===== src/hdl/rsvm_ram.sv =====
`default_nettype none
module rsvm_ram #(
  parameter int unsigned WIDTH = 32,
  parameter int unsigned DEPTH = 16
) (
  input  wire logic                     clk_i,
  input  wire logic                     we_i,
  input  wire logic [$clog2(DEPTH)-1:0] waddr_i,
  input  wire logic [WIDTH-1:0]         wdata_i,
  input  wire logic [$clog2(DEPTH)-1:0] raddr_i,
  output logic      [WIDTH-1:0]         rdata_o
);

  logic [WIDTH-1:0] mem_q [DEPTH];

  always_ff @(posedge clk_i) begin
    if (we_i) begin
      mem_q[waddr_i] <= wdata_i;
    end
    rdata_o <= mem_q[raddr_i];
  end

endmodule
`default_nettype wire


===== config.mk =====
export PLATFORM = sky130hd
export DESIGN_NAME = rsvm_ram
export DESIGN_NICKNAME = d
export VERILOG_FILES = /design/src/hdl/rsvm_ram.sv
export SDC_FILE = /design/constraint.sdc
export NUM_CORES = 1
export LEC_CHECK = 0
export ABC_AREA = 1
export BUFFER_PORTS_ARGS = -buffer_cell sky130_fd_sc_hd__buf_2
export CAP_MARGIN = 40
export CORE_UTILIZATION = 60
export CTS_BUF_LIST = sky130_fd_sc_hd__clkbuf_4 sky130_fd_sc_hd__clkbuf_8
export CTS_CLUSTER_SIZE = 20
export DETAILED_ROUTE_END_ITERATION = 8
export GPL_TIMING_DRIVEN = 0
export PLACE_DENSITY = 0.8
export SKIP_LAST_GASP = 1
export SLEW_MARGIN = 20
export SYNTH_ARGS = -nofsm -noshare
export SYNTH_HDL_FRONTEND = slang
export SYNTH_SLANG_ARGS = --single-unit

===== constraint.sdc =====
create_clock -name clk_i -period 6.45 [get_ports clk_i]
set_input_delay 1.935 -clock clk_i [delete_from_list [all_inputs] [get_ports clk_i]]
set_output_delay 1.935 -clock clk_i [all_outputs]
set_load 0.01 [all_outputs]

==> results.md <==
- Mean Syn Cell Area: ~11 sq um
- Die width: slightly below 200 microns
- Ant diodes: 0
- Max VDD drop: 0.161 mV
- Row count: 70
- # clock sinks: approximately 540
- Final WL: ~61000 microns
- Initial antenna violation count: 0
- Adder-Cell Fraction of Synth Area: 0%
- Worst Path Max Fanout: 18
- Ys Warns: 0
- Vias per std cell: between 5 and 6
- Core Region: roughly 0.037 sq mm
- Worst endpoint data arrival time: between 3 and 4 ns
- Port Buf Inserts: just over 70
- Hold_buf cts: 0
- Maxcap violations: 0
- Die height: between 150 and 200 microns
- Hold endpoint: rdata_o[30]$_DFF_P_
- Mux share of post-synthesis cell area: 0%
- Register area share after synthesis: 70.5%
- Vias in the first global route: approximately 16000
- Syn Std Cell Area: between 0.02 and 0.025 sq mm
- Worst R2R Setup Slack: 5.36 ns
- Crit path required time: 6.79 ns
- First-pass DRT Iterations: 6
- Uppermost layer routed: met4
- Reg clk slew, reported paths: 0.06 ns
- Hold wc startpoint: mem_q[10][30]$_DFFE_PP_
- Share of layout cells above drive strength 1: 13.9%
- Most frequent cells in the layout: 677 x nand2_1, 512 x edfxtp_1, 388 x inv_1, 385 x nand3_1, 112 x buf_2
- DRC Markers: 0
- Compound-Gate Fraction of Synth Area: 0%
- Met2 wire length: 28800 microns
- Post-synthesis xor/xnor area fraction: 0%
- WL/cell: between 20 and 25 microns
- CTS buffer count: 84
- Worst hold path class: register to register
- Clock skew: approximately 0.030 ns
- Yosys cell types: 15
- Area after DPL: ~0.024 sq mm
- Worst setup EP type: register
- Min Tclk post-route: 3.14 ns
- Post-DRT Antenna Nets: 0
- Least-Margin Pin Slew: just under 0.9 ns
- DRT iter0 DRCs: around 2200
- Unrepaired setup endpoints after global routing: no
- Worst R2R End: rdata_o[10]$_DFF_P_
- Worst Hold Path Cells: 6
- P&R area growth vs syn: 14.7%
- Largest net degree at the start of global routing: 22
- Initial Util: around three fifths
- Commonest non-fill, non-tap cell in the layout: nand2_1
- M1 WL: between 20000 and 25000 microns
- Total number of vias: between 15000 and 20000
- Cells after DPL: 2714
- Total power: 7.47 mW
- Reg2Reg Launch Point: mem_q[13][10]$_DFFE_PP_
- LEAKAGE: 11.3 nW
- Post-CTS setup buffers: 0
- Final Non-Filler Cells: 2873
- FF+latch count, synth: 544
- TritonCTS clock tree: built
- Global-route total usage across every layer: 31.9%
- Final hold vios: 0
- Critical path type: input pin to register
- CTS H-tree lvls: 3
- Final instance area: between 0.02 and 0.03 sq mm
- # setup viols final: 0
- Die area: 0.0387 sq mm
- Pins Over Slew Limit: 0
- Worst Reg-to-Reg Cells: 6
- Slew margin rel.: 41.6%
- Max Buffers Root-to-Sink: 3
- Gpl congestion: ~0.85
- Post-route setup TNS: 0 ns
- Fin crit share: about half
- Total I/O pin count: 74
- Total global routing overflow: 0
- Run status: finished, final reports clean
- Achievable frequency: between 300 and 400 MHz
- Post-layout nets: between 2000 and 2500
- Largest family of logic cells by synthesized area: simple AND/OR/NAND/NOR gates
- DP Wirelength: around 38000 microns
- Syn nets: 2162
- Post-synthesis simple-gate area fraction: 20.0%
- First-pass GRT wire length: 90100 microns
- Post-synthesis cell count: approximately 2100
- WL met3: just under 8000 microns
- Root buf cell: clkbuf_8
- Worst-Skew Late Latency: approximately 0.67 ns
- Post-CTS Resized: 0
- Crit path launch type: input pin
- Pwr dens: ~290 mW/mm^2
-- cells by family after synthesis --
| group | Yosys count |
|---|---|
| flops | 544 |
| simple gates | 1081 |
| buf+inv | 495 |
-- flip-flops by register name, indices dropped and copies added (netlist names) --
register,cells
mem_q,512
rdata_o,32
-- synthesized netlist by cell type --
cell	instances	share of area, %
inv_1	388	6.4
buf_6	29	1.4
nand2_1	677	11
nor2_1	17	0.28
inv_4	1	0.028
buf_2	41	0.90
buf_4	6	0.20
buf_12	1	0.088
nand3_1	385	8.5
inv_2	1	0.016
dfxtp_1	32	2.8
edfxtp_1	512	68
clkbuf_1	14	0.23
nand3b_1	2	0.066
buf_1	14	0.23
-- worst max path at each step --
stage | start | slack, ns | endpoint | cells after the start
4_1_cts | waddr_i[2] | 3.34 | mem_q[9][22]$_DFFE_PP_ | 4
3_3_place_gp | waddr_i[2] | 0.77 | mem_q[9][31]$_DFFE_PP_ | 3
5_1_grt | waddr_i[2] | 3.27 | mem_q[9][16]$_DFFE_PP_ | 4
2_1_floorplan | waddr_i[2] | 2.52 | mem_q[10][0]$_DFFE_PP_ | 2
6_report | waddr_i[2] | 3.31 | mem_q[9][19]$_DFFE_PP_ | 4
3_5_place_dp | waddr_i[2] | 2.66 | mem_q[9][29]$_DFFE_PP_ | 4
-- routing by layer --
layer  global-route usage (%)  vias up
li1                         -     7221
met4                     17.9        0
met1                     39.8     7451
met5                        0        -
met3                     6.50      247
met2                     52.6     1212
-- power breakdown --
group	switching [mW]	internal, mW
Combinational	0.382	0.155
Sequential	0.0208	3.95
Clock	1.35	1.62
-- metrics by stage --
stage	hold WS [ns]	setup WS (ns)	utilization [%]
2_1_floorplan	0.607	2.52	-
3_3_place_gp	0.644	0.766	64.2
3_5_place_dp	0.643	2.66	65.7
4_1_cts	0.669	3.34	70.5
5_1_grt	0.704	3.27	70.6
6_report	0.645	3.31	70.6
-- cell type report --
class | count | area [sq um]
Tap cell | 504 | 631
Inverter | 390 | 1470
Multi-Input combinational cell | 1081 | 4670
Clock buffer | 123 | 1540
Sequential cell | 544 | 16000
Timing Repair Buffer | 92 | 841
Fill cell | 2450 | 10900
Buffer | 105 | 702
Clock inverter | 34 | 219
-- worst max-delay path: stages --
cell,delay (ns)
buf_2,0.13
nand3b_1,0.40
nor2_4,0.74
buf_12,0.27
Note: power is estimated with default switching activity, not from simulation.
