$ cat config.mk
export PLATFORM = sky130hd
export DESIGN_NAME = rsvm_div
export DESIGN_NICKNAME = d
export VERILOG_FILES = /design/src/hdl/rsvm_pkg.sv /design/src/hdl/rsvm_div.sv
export SDC_FILE = /design/constraint.sdc
export NUM_CORES = 1
export LEC_CHECK = 0
export ABC_AREA = 1
export ABC_CLOCK_PERIOD_IN_PS = 2450
export BUFFER_PORTS_ARGS = -buffer_cell sky130_fd_sc_hd__buf_4
export CAP_MARGIN = 15
export CORE_UTILIZATION = 39
export DETAILED_ROUTE_END_ITERATION = 8
export PLACE_DENSITY_LB_ADDON = 0.05
export SYNTH_ARGS = -nofsm -noshare
export SYNTH_HDL_FRONTEND = slang
export SYNTH_SLANG_ARGS = --single-unit
$ cat constraint.sdc
create_clock -name clk_i -period 2.45 [get_ports clk_i]
set_clock_uncertainty 0.2 [all_clocks]
set_input_delay 0.3675 -clock clk_i [delete_from_list [all_inputs] [get_ports clk_i]]
set_output_delay 0.3675 -clock clk_i [all_outputs]
set_load 0.005 [all_outputs]
$ cat src/hdl/rsvm_pkg.sv
`default_nettype none
package rsvm_pkg;

  localparam int unsigned DATA_W     = 32;
  localparam int unsigned PC_W       = 17;
  localparam int unsigned PLEN_W     = 17;
  localparam int unsigned REG_FIELD_W = 8;
  localparam int unsigned APB_ADDR_W = 3;

  localparam int unsigned MEMORY_DEPTH_DEF   = 4096;
  localparam int unsigned REGISTER_COUNT_DEF = 16;
  localparam int unsigned STACK_DEPTH_DEF    = 64;
  localparam int unsigned PROGRAM_DEPTH_DEF  = 65536;

  typedef enum logic [1:0] {
    CMD_EXEC  = 2'd0,
    CMD_START = 2'd1,
    CMD_WRITE = 2'd2,
    CMD_READ  = 2'd3
  } cmd_e;

  typedef enum logic [4:0] {
    OP_HALT  = 5'd0,
    OP_LOAD  = 5'd1,
    OP_MOVE  = 5'd2,
    OP_ADD   = 5'd3,
    OP_SUB   = 5'd4,
    OP_MUL   = 5'd5,
    OP_DIV   = 5'd6,
    OP_AND   = 5'd7,
    OP_OR    = 5'd8,
    OP_JMP   = 5'd9,
    OP_JZ    = 5'd10,
    OP_JNZ   = 5'd11,
    OP_PUSH  = 5'd12,
    OP_POP   = 5'd13,
    OP_CALL  = 5'd14,
    OP_RET   = 5'd15,
    OP_MEMLD = 5'd16,
    OP_MEMST = 5'd17,
    OP_PRINT = 5'd18
  } op_e;

  typedef struct packed {
    logic [1:0]               command;
    logic [4:0]               opcode;
    logic [REG_FIELD_W-1:0]   dest_reg;
    logic [REG_FIELD_W-1:0]   src_reg;
    logic signed [DATA_W-1:0] immediate;
    logic signed [DATA_W-1:0] write_value;
  } in_item_t;

  typedef struct packed {
    logic [15:0]              next_pc;
    logic                     running;
    logic                     print_valid;
    logic signed [DATA_W-1:0] print_value;
    logic signed [DATA_W-1:0] read_value;
    logic                     stack_overflow;
  } out_item_t;

  // Jump targets that are negative or beyond the program space saturate.
  function automatic logic [PC_W-1:0] clamp_target(input logic [DATA_W-1:0] t,
                                                   input logic [PC_W-1:0] depth);
    logic [PC_W-1:0] r;
    if (t[DATA_W-1] || (t > {{(DATA_W-PC_W){1'b0}}, depth})) begin
      r = depth;
    end else begin
      r = t[PC_W-1:0];
    end
    return r;
  endfunction

endpackage
`default_nettype wire

$ cat src/hdl/rsvm_div.sv
`default_nettype none
module rsvm_div import rsvm_pkg::*; (
  input  wire logic              clk_i,
  input  wire logic              rst_ni,
  input  wire logic              start_i,
  input  wire logic [DATA_W-1:0] dividend_i,
  input  wire logic [DATA_W-1:0] divisor_i,
  output logic                   busy_o,
  output logic                   done_o,
  output logic [DATA_W-1:0]      quotient_o
);

  localparam int unsigned CNT_W = $clog2(DATA_W);

  logic              busy_q, done_q, neg_q;
  logic [CNT_W-1:0]  cnt_q;
  logic [DATA_W-1:0] rem_q, quo_q, dvs_q;
  logic [DATA_W:0]   shifted;
  logic              fits;

  assign shifted = {rem_q, quo_q[DATA_W-1]};
  assign fits    = shifted >= {1'b0, dvs_q};

  always_ff @(posedge clk_i or negedge rst_ni) begin
    if (!rst_ni) begin
      busy_q <= 1'b0;
      done_q <= 1'b0;
      cnt_q  <= '0;
    end else begin
      done_q <= 1'b0;
      if (start_i) begin
        busy_q <= 1'b1;
        cnt_q  <= '0;
      end else if (busy_q) begin
        cnt_q <= cnt_q + 1'b1;
        if (cnt_q == CNT_W'(DATA_W-1)) begin
          busy_q <= 1'b0;
          done_q <= 1'b1;
        end
      end
    end
  end

  // Restoring division on magnitudes, one quotient bit per cycle.
  always_ff @(posedge clk_i) begin
    if (start_i) begin
      neg_q <= dividend_i[DATA_W-1] ^ divisor_i[DATA_W-1];
      quo_q <= dividend_i[DATA_W-1] ? (DATA_W'(0) - dividend_i) : dividend_i;
      dvs_q <= divisor_i[DATA_W-1] ? (DATA_W'(0) - divisor_i) : divisor_i;
      rem_q <= '0;
    end else if (busy_q) begin
      if (fits) begin
        rem_q <= DATA_W'(shifted - {1'b0, dvs_q});
      end else begin
        rem_q <= shifted[DATA_W-1:0];
      end
      quo_q <= {quo_q[DATA_W-2:0], fits};
    end
  end

  assign busy_o     = busy_q;
  assign done_o     = done_q;
  assign quotient_o = neg_q ? (DATA_W'(0) - quo_q) : quo_q;

endmodule
`default_nettype wire

==> flow_metrics.tcl, run 1 <==
set metrics [dict create \
    outcome "finished, violations left" \
    violations "setup timing" \
    htreeDepth 3 \
    post-route-drc-count 0 \
    grt_pass1_vias 8990 \
    grt_usage_pct 22.9 \
    ys.warnings.count 0 \
    min-delay-start "divisor_i[2]" \
    r2r-start "dvs_q[28]" \
    clkTransAtPathRegs_ns 0.08 \
    p_sw_share_pct 31.7 \
    place_congestion 0.893 \
    placementRows 55 \
    timing.final.max_slew_violations 0 \
    period_minus_slack_ns 2.78 \
    finalWirelength_um 26800 \
    cts_tree "built" \
    relSlewSlack_pct 62.1 \
    ys_seq_area_share_pct 30.1 \
    fp.dieW_um 155 \
    cts_sinks 104 \
    layout_common_cells "455 x nand2_1, 260 x inv_1, 170 x buf_4" \
    cap_violations 0 \
    hold_end "dvs_q[2]" \
    irDropWorstVdd_mv 0.339 \
    num_vias 9075 \
    hold_depth 3 \
    die-area_um2 24200 \
    io_pins 101 \
    wl_per_cell_um 13.9 \
    power.density_nw_per_um2 439 \
    arrival_ns 2.21 \
    sequentialPowerShare_pct 40.7 \
    cts_buffers 9 \
    p_leak_nw 6.00 \
    reg2reg_depth 13 \
    insertion_delay_ns 0.36 \
    worst_ep_required_time_ns 1.88 \
    hold_viol 0 \
    end_kind "output port" \
    rsz0062_at_grt "true" \
    place_inst 1896 \
    synth_cell_types 43 \
    cts_root_buffer "clkbuf_16" \
    hold_class "primary input to register" \
    switchingPower_mw 1.62 \
    setup_viol 22 \
    pwr-share-clk_pct 30.3 \
    avgSynthCellArea_um2 6.37 \
    post-route-util_pct 51.0 \
    grt_pass1_wl_um 43800 \
    nNetsFinal 1710 \
    antenna_found_initial 0 \
    synth_area_um2 9180 \
    grt_max_degree 36 \
    final.setup.worst_slack_ns -0.329 \
    drt-initial-drc-count 423 \
    r2r_end "quo_q[0]" \
    syn_nets 1546 \
    die_y_um 155 \
    port_buffers 100 \
    max_freq_mhz 360 \
    worst_slew_pin_slew_ns 0.568 \
    internal_power_mw 3.50 \
    globalRouteOverflowTotal 0 \
    final_antenna_net_count 0 \
    cts_buffer_depth 2 \
    layout_commonest_cell "nand2_1" \
    first_pass_iters 7 \
    fill_cells 2422 \
    worstPathMaxFanout 4 \
    initial_core_util_pct 40.2 \
    antenna_cells 0 \
    startpoint_type "register" \
    finalCritPeriodShare_pct 113 \
    power_frac_comb_pct 29.0 \
    via_per_inst 4.72 \
    ys_ff_latch 104 \
    path_class "register to output port" \
    drive_above_1_share_pct 19.4 \
    r2r_slack_ns 0.12 \
    area_growth_pct 27.0 \
    synth_cells 1441 \
    hpwl_um 21100 \
    core_um2 22800 \
    fin_cells 1923 \
]
==> per-layer routing <==
layer / global-route usage [%] / vias up / routed length (µm)
met5: 0 / - / 0
met4: 5.65 / 0 / 318
met3: 3.29 / 19 / 1180
met2: 40.8 / 154 / 12900
met1: 28.9 / 4094 / 12300
li1: - / 4808 / -
==> layout make-up <==
type | instances | area, µm² | area share (%)
clock buffer | 10 | 229 | 1.96
clock inverter | 6 | 75.1 | 0.644
inverter | 273 | 1020 | 8.79
multi-input combinational | 1031 | 5660 | 48.5
sequential | 104 | 2770 | 23.7
tap | 313 | 392 | 3.36
timing repair buffer | 186 | 1520 | 13.0
==> metrics by stage <==
stage / area, µm² / power, mW / hold slack [ns] / setup TNS, ns / setup WS [ns]
finish: 11700 / 5.12 / 0.104 / -4.92 / -0.329
global route: 11700 / 5.41 / 0.0969 / -7.94 / -0.447
CTS: 11200 / 5.08 / 0.0871 / -6.62 / -0.378
detailed placement: 10700 / 3.49 / -0.0132 / -0.524 / -0.105
global placement: 10700 / 3.48 / -0.0130 / -0.187 / -0.0617
floorplan: 9180 / 2.85 / -0.128 / 0 / 0.289
==> registers in the layout (all words and copies together) (netlist names) <==
signal,cells
quo_q,32
neg_q,1
rem_q,32
done_o,1
busy_o,1
dvs_q,32
cnt_q,5
==> synthesized netlist by cell type (all sizes together) <==
master	count	area share [%]
and3	1	0.068
buf	13	0.94
ha	37	5.0
fa	1	0.22
nor4	3	0.20
o31ai	3	0.25
or2	5	0.34
nand3b	13	1.1
o21ai	60	3.4
a21oi	30	1.8
and2	4	0.27
a31oi	5	0.34
nor2	118	5.0
o211ai	1	0.082
nor3	20	1.4
nand3	130	7.1
clkbuf	20	0.82
dfxtp	32	7.0
o21bai	2	0.16
nand4	22	1.6
clkinv	1	0.041
xor2	58	5.5
xnor2	26	2.5
inv	272	11
dfrtp	7	1.9
a22o	1	0.095
a21o	1	0.082
nand2	490	20
edfxtp	65	21
==> power groups by stage <==
stage | clock (mW) | sequential (mW) | combinational, mW
floorplan | 0 | 2.11 | 0.744
global placement | 0 | 2.12 | 1.36
detailed placement | 0 | 2.12 | 1.37
CTS | 1.59 | 2.08 | 1.40
global route | 1.64 | 2.10 | 1.66
finish | 1.55 | 2.08 | 1.49
==> what timing repair did <==
action | CTS | global route
buffers inserted | 3 | 5
hold endpoints to repair | 8 | 0
resized for setup | 28 | 88
gates cloned | 0 | 2
endpoints found under the setup margin | 24 | 58
pin swaps | 16 | 18
hold buffers | 2 | 0
==> kinds of logic (layout without fill, tap and decap cells) <==
kind of cell / after synthesis / in the layout / synth area share, %
flip-flops: 104 / 104 / 30.1
buffers and inverters: 306 / 475 / 12.9
XOR/XNOR: 84 / 84 / 8.01
adder cells (fa/ha/maj): 38 / 38 / 5.26
AND/OR/NAND/NOR: 806 / 806 / 37.5
AO/OA/AOI/OAI: 103 / 103 / 6.20
==> how the worst max path moves through the flow <==
stage / slack (ns) / endpoint / start / depth (start not counted)
detailed placement: -0.11 / quotient_o[28] / quo_q[0] / 12
global route: -0.45 / quotient_o[31] / quo_q[0] / 13
CTS: -0.38 / quotient_o[31] / quo_q[0] / 13
floorplan: 0.29 / quotient_o[30] / quo_q[0] / 9
global placement: -0.06 / quotient_o[30] / quo_q[0] / 10
finish: -0.33 / quotient_o[31] / quo_q[0] / 13
==> critical path, stage by stage, from the launching register on <==
cell      delay [ns]
edfxtp_1        0.43
buf_6           0.15
nor3_4          0.16
nand4_1         0.15
nor2_2          0.19
nand3_2         0.14
inv_2           0.09
nand3_2         0.06
nand2_2         0.10
buf_6           0.11
nand2_2         0.04
nand2_1         0.06
nand2_1         0.04
buf_4           0.13
(Power assumes the default switching activity.)
==> run 2: changes to the inputs <==
CORE_ASPECT_RATIO = 0.5   (was default)
GPL_ROUTABILITY_DRIVEN = 0   (was default)
==> run 2 against run 1 <==
  * The flow still finishes with violations (setup timing)
  * Utilization rose by 2.6 points
  * Setup slack improved by 0.032 ns
  * Critical path depth fell by 4
  * Clock power fell by 4%
  * Worst hold slack improved by 0.0017 ns
  * Largest cell class unchanged
  * Largest power group unchanged
==> flow_metrics.tcl, run 2 (synthesis results as in run 1) <==
set metrics [dict create \
    via_per_inst 4.86 \
    fin_tns_setup_ns -5.17 \
    post-route-drc-count 0 \
    insertion_delay_ns 0.37 \
    core_um2 22900 \
    grt_usage_pct 23.0 \
    p_leak_nw 6.42 \
    antenna_found_initial 0 \
    arrival_ns 2.18 \
    hpwl_um 21300 \
    finalCritPeriodShare_pct 112 \
    die-area_um2 24200 \
    slowest_stage "edfxtp_1" \
    cp_common_cell "buf_4" \
    violations "setup timing" \
    cap_violations 0 \
    antenna_cells 0 \
    cts_buffer_depth 2 \
    wl_per_cell_um 14.8 \
    die_y_um 110 \
    place_ws_ns -0.0778 \
    drive_above_1_share_pct 24.0 \
    p_sw_share_pct 32.9 \
    setup_viol 45 \
    worstPathCellList "buf_6 -> nor3_4 -> nand4_1 -> nor2_4 -> buf_4 -> nand2_4 -> o21ai_4 -> xor2_2 -> buf_4" \
    initial_core_util_pct 40.0 \
    hold_viol 0 \
    placementRows 39 \
    cts_buffers 9 \
    grt_max_degree 59 \
    r2r_slack_ns -0.05 \
    layout_commonest_cell "nand2_1" \
    nNetsFinal 1726 \
    port_buffers 100 \
    grt_pass1_wl_um 44100 \
    final_antenna_net_count 0 \
    globalRouteOverflowTotal 0 \
    switchingPower_mw 1.69 \
    pwr-share-clk_pct 29.1 \
    relSlewSlack_pct 49.1 \
    worst_slew_pin_slew_ns 0.757 \
    first_pass_iters 5 \
    startpoint_type "register" \
    max_freq_mhz 364 \
    power_frac_comb_pct 30.2 \
    post-route-util_pct 53.6 \
    finalWirelength_um 28700 \
    period_minus_slack_ns 2.75 \
    area_growth_pct 34.0 \
    final.setup.worst_slack_ns -0.296 \
    worst_ep_required_time_ns 1.88 \
    io_pins 101 \
    sequentialPowerShare_pct 40.7 \
    fp.dieW_um 219 \
    htreeDepth 3 \
    end_kind "output port" \
    clkTransAtPathRegs_ns 0.08 \
    power.density_nw_per_um2 418 \
    layout_common_cells "438 x nand2_1, 261 x inv_1, 172 x buf_4" \
    hold_class "primary input to register" \
    irDropWorstVdd_mv 0.333 \
    timing.final.max_slew_violations 0 \
    cts_tree "built" \
    grt_pass1_vias 8854 \
    finalInstanceArea_um2 12300 \
    slowest_delay_ns 0.41 \
    place_area_um2 10800 \
    cts_sinks 104 \
    cts_root_buffer "clkbuf_16" \
    path_class "register to output port" \
    reg_top3 "dvs_q x32, quo_q x32, rem_q x32" \
    rsz0062_at_grt "true" \
    num_vias 9391 \
    internal_power_mw 3.45 \
    drt-initial-drc-count 621 \
    worstPathMaxFanout 3 \
    outcome "finished, violations left" \
]
==> run 2: repair_timing <==
action,in CTS,in global routing
setup buffers,5,12
endpoints found under the hold margin,8,0
pin swaps,20,69
gates resized for setup,41,168
gates cloned,0,5
setup endpoints to repair,23,60
hold buffers,2,0
==> run 2: critical path: cells and delay by family, from the launching register on <==
kind,cells,cell delay [ns]
flip-flops,1,0.41
AO/OA/AOI/OAI,1,0.15
XOR/XNOR,1,0.22
buffers and inverters,3,0.43
AND/OR/NAND/NOR,4,0.61
==> run 2: path summary, 6_finish.rpt <==
path | start | endpoint | depth (start not counted)
max | quo_q[1] | quotient_o[19] | 9
min | divisor_i[2] | dvs_q[2] | 3
max reg2reg | dvs_q[26] | rem_q[21] | 15
min reg2reg | rem_q[10] | rem_q[10] | 2
max in group asynchronous | rst_ni | cnt_q[3] | 2
min in group asynchronous | rst_ni | done_o | 2
==> run 2: per-stage QoR <==
step	power [mW]	hold slack, ns	cells
CTS	5.06	0.0953	1916
floorplan	2.85	-0.128	1441
global route	5.41	0.0997	1933
global placement	3.50	-0.0149	1893
finish	5.14	0.106	1933
detailed placement	3.51	-0.0163	1893
==> run 2: power by group through the flow <==
| stage | clock network (mW) | logic, mW | registers, mW |
|---|---|---|---|
| after CTS | 1.54 | 1.43 | 2.09 |
| after global routing | 1.59 | 1.71 | 2.11 |
| after floorplan | 0 | 0.744 | 2.11 |
| after global placement | 0 | 1.37 | 2.13 |
| final | 1.49 | 1.55 | 2.09 |
| after detailed placement | 0 | 1.38 | 2.13 |
==> run 2: cell type report <==
cell class	instances	area, µm²
fill	2287	10600
clock inverter	5	38.8
clock buffer	11	253
tap	307	384
inverter	273	1030
timing repair buffer	202	1770
multi-input combinational	1031	6070
sequential	104	2770
==> run 2: routing by layer <==
layer | vias up | part of all wire, % | global-route usage [%] | routed length [µm]
met4 | 0 | 1.1 | 4.07 | 319
met5 | - | 0 | 0 | 0
met2 | 207 | 46 | 37.4 | 13100
met3 | 22 | 4.9 | 3.69 | 1400
met1 | 4320 | 48 | 32.3 | 13800
li1 | 4842 | - | - | -
==> run 3: changes to the inputs <==
BUFFER_PORTS_ARGS = -buffer_cell sky130_fd_sc_hd__buf_2   (was -buffer_cell sky130_fd_sc_hd__buf_4)
CORE_UTILIZATION = 61   (was 39)
==> run 3 against run 2 <==
  * The run still ends with setup timing left
  * Non-clock buffer count down 50
  * Global-route usage up 9.7 points
  * Routed wire length decreased by 8.9%
  * Largest power group unchanged
  * Highest routed layer is now met5
==> flow_metrics.tcl, run 3 (synthesis results as in run 1) <==
set metrics [dict create \
    num_vias 9614 \
    hpwl_um 19100 \
    period_minus_slack_ns 2.89 \
    core_um2 14600 \
    wl_per_cell_um 14.7 \
    area_growth_pct 20.6 \
    fp.dieW_um 176 \
    grt_max_degree 47 \
    timing.final.max_slew_violations 0 \
    place_ws_ns -0.0393 \
    cts_buffers 9 \
    end_kind "output port" \
    rsz0062_at_grt "true" \
    internal_power_mw 3.28 \
    globalRouteOverflowTotal 0 \
    layout_commonest_cell "nand2_1" \
    die_y_um 88.8 \
    violations "setup timing" \
    initial_core_util_pct 63.0 \
    placementRows 31 \
    htreeDepth 3 \
    switchingPower_mw 1.67 \
    insertion_delay_ns 0.36 \
    worstPathMaxFanout 4 \
    nNetsFinal 1676 \
    post-route-drc-count 0 \
    power.density_nw_per_um2 448 \
    drive_above_1_share_pct 18.3 \
    p_leak_nw 5.74 \
    die-area_um2 15600 \
    grt_usage_pct 32.7 \
    grt_pass1_wl_um 40200 \
    irDropWorstVdd_mv 0.335 \
    holdWs_ns 0.0236 \
    clkTransAtPathRegs_ns 0.09 \
    layout_common_cells "454 x nand2_1, 259 x inv_1, 123 x nand3_1" \
    antenna_found_initial 1 \
    cts_buffer_depth 2 \
    cts_sinks 104 \
    worst_ep_required_time_ns 1.88 \
    hold_class "primary input to register" \
    max_freq_mhz 346 \
    drt-initial-drc-count 907 \
    reg_top3 "dvs_q x32, quo_q x32, rem_q x32" \
    path_class "register to output port" \
    outcome "finished, violations left" \
    relSlewSlack_pct 55.6 \
    worst_slew_pin_slew_ns 0.659 \
    pwr-share-clk_pct 29.7 \
    final_antenna_net_count 0 \
    hold_viol 0 \
    cts_tree "built" \
    power_frac_comb_pct 27.9 \
    finalCritPeriodShare_pct 118 \
    port_buffers 100 \
    startpoint_type "register" \
    cts_root_buffer "clkbuf_16" \
    finalWirelength_um 26100 \
    final.setup.worst_slack_ns -0.440 \
    first_pass_iters 7 \
    arrival_ns 2.32 \
    setup_viol 25 \
    grt_pass1_vias 8462 \
    antenna_cells 0 \
    cap_violations 0 \
    via_per_inst 5.42 \
    sequentialPowerShare_pct 42.4 \
    p_sw_share_pct 33.8 \
    io_pins 101 \
]
## run 3: metrics by stage
stage          instance area (µm²)  util (%)  power [mW]  std cells  TNS [ns]
2_1_floorplan                 9180         -        2.85       1441         0
3_3_place_gp                 10000      68.8        3.27       1738         0
3_5_place_dp                 10000      68.8        3.30       1738   -0.0780
4_1_cts                      10500      72.2        4.79       1764     -4.53
5_1_grt                      11100      75.9        5.19       1774     -9.38
6_report                     11100      75.9        4.96       1774     -6.92
## run 3: critical path, cell delays in order (launching register included)
cell      delay, ns
edfxtp_1       0.42
buf_6          0.14
nor3_4         0.19
nand4_1        0.20
nor2_4         0.19
nand3_4        0.12
inv_4          0.09
nand3_4        0.07
nand2_4        0.11
buf_6          0.11
nand2_2        0.05
nand2_1        0.09
nand2_1        0.05
buf_2          0.12
## run 3: path summary, 6_finish.rpt
kind,from,end,slack [ns],cells past startpoint
worst max-delay path,quo_q[0],quotient_o[27],-0.44,13
worst min-delay path,divisor_i[0],dvs_q[0],0.02,1
worst max register to register,dvs_q[13],quo_q[0],0.07,13
worst min register to register,rem_q[7],rem_q[7],0.28,2
max in group asynchronous,rst_ni,busy_o,1.71,2
min in group asynchronous,rst_ni,cnt_q[0],0.17,2
## run 3: repair_timing
item / CTS / global route
resized for setup: 31 / 91
hold endpoints to repair: 7 / 0
pin swaps: 13 / 21
endpoints found under the setup margin: 24 / 57
hold buffers: 1 / 0
buffers inserted: 9 / 8
cloned: 0 / 2
## run 3: metal layers
metal | wire length [µm] | global-route usage (%)
met5 | 11 | 0
met4 | 733 | 11.2
met3 | 2350 | 4.68
met2 | 11800 | 54.3
met1 | 11300 | 44.2
## run 3: area by class of cell
cell class              count  area [µm²]
well taps                 198         248
multi-input cells        1031        5760
clock inverters             7        68.8
repair buffers            152         976
clock buffers               9         225
inverters                 273        1030
flip-flops and latches    104        2770
fillers                  1159        3510
## run 3: power by group through the flow
stage          Clock [mW]  Sequential, mW  Combinational (mW)
2_1_floorplan           0            2.11               0.744
3_3_place_gp            0            2.13                1.14
3_5_place_dp            0            2.13                1.17
4_1_cts              1.47            2.09                1.23
5_1_grt              1.56            2.12                1.51
6_report             1.47            2.10                1.38
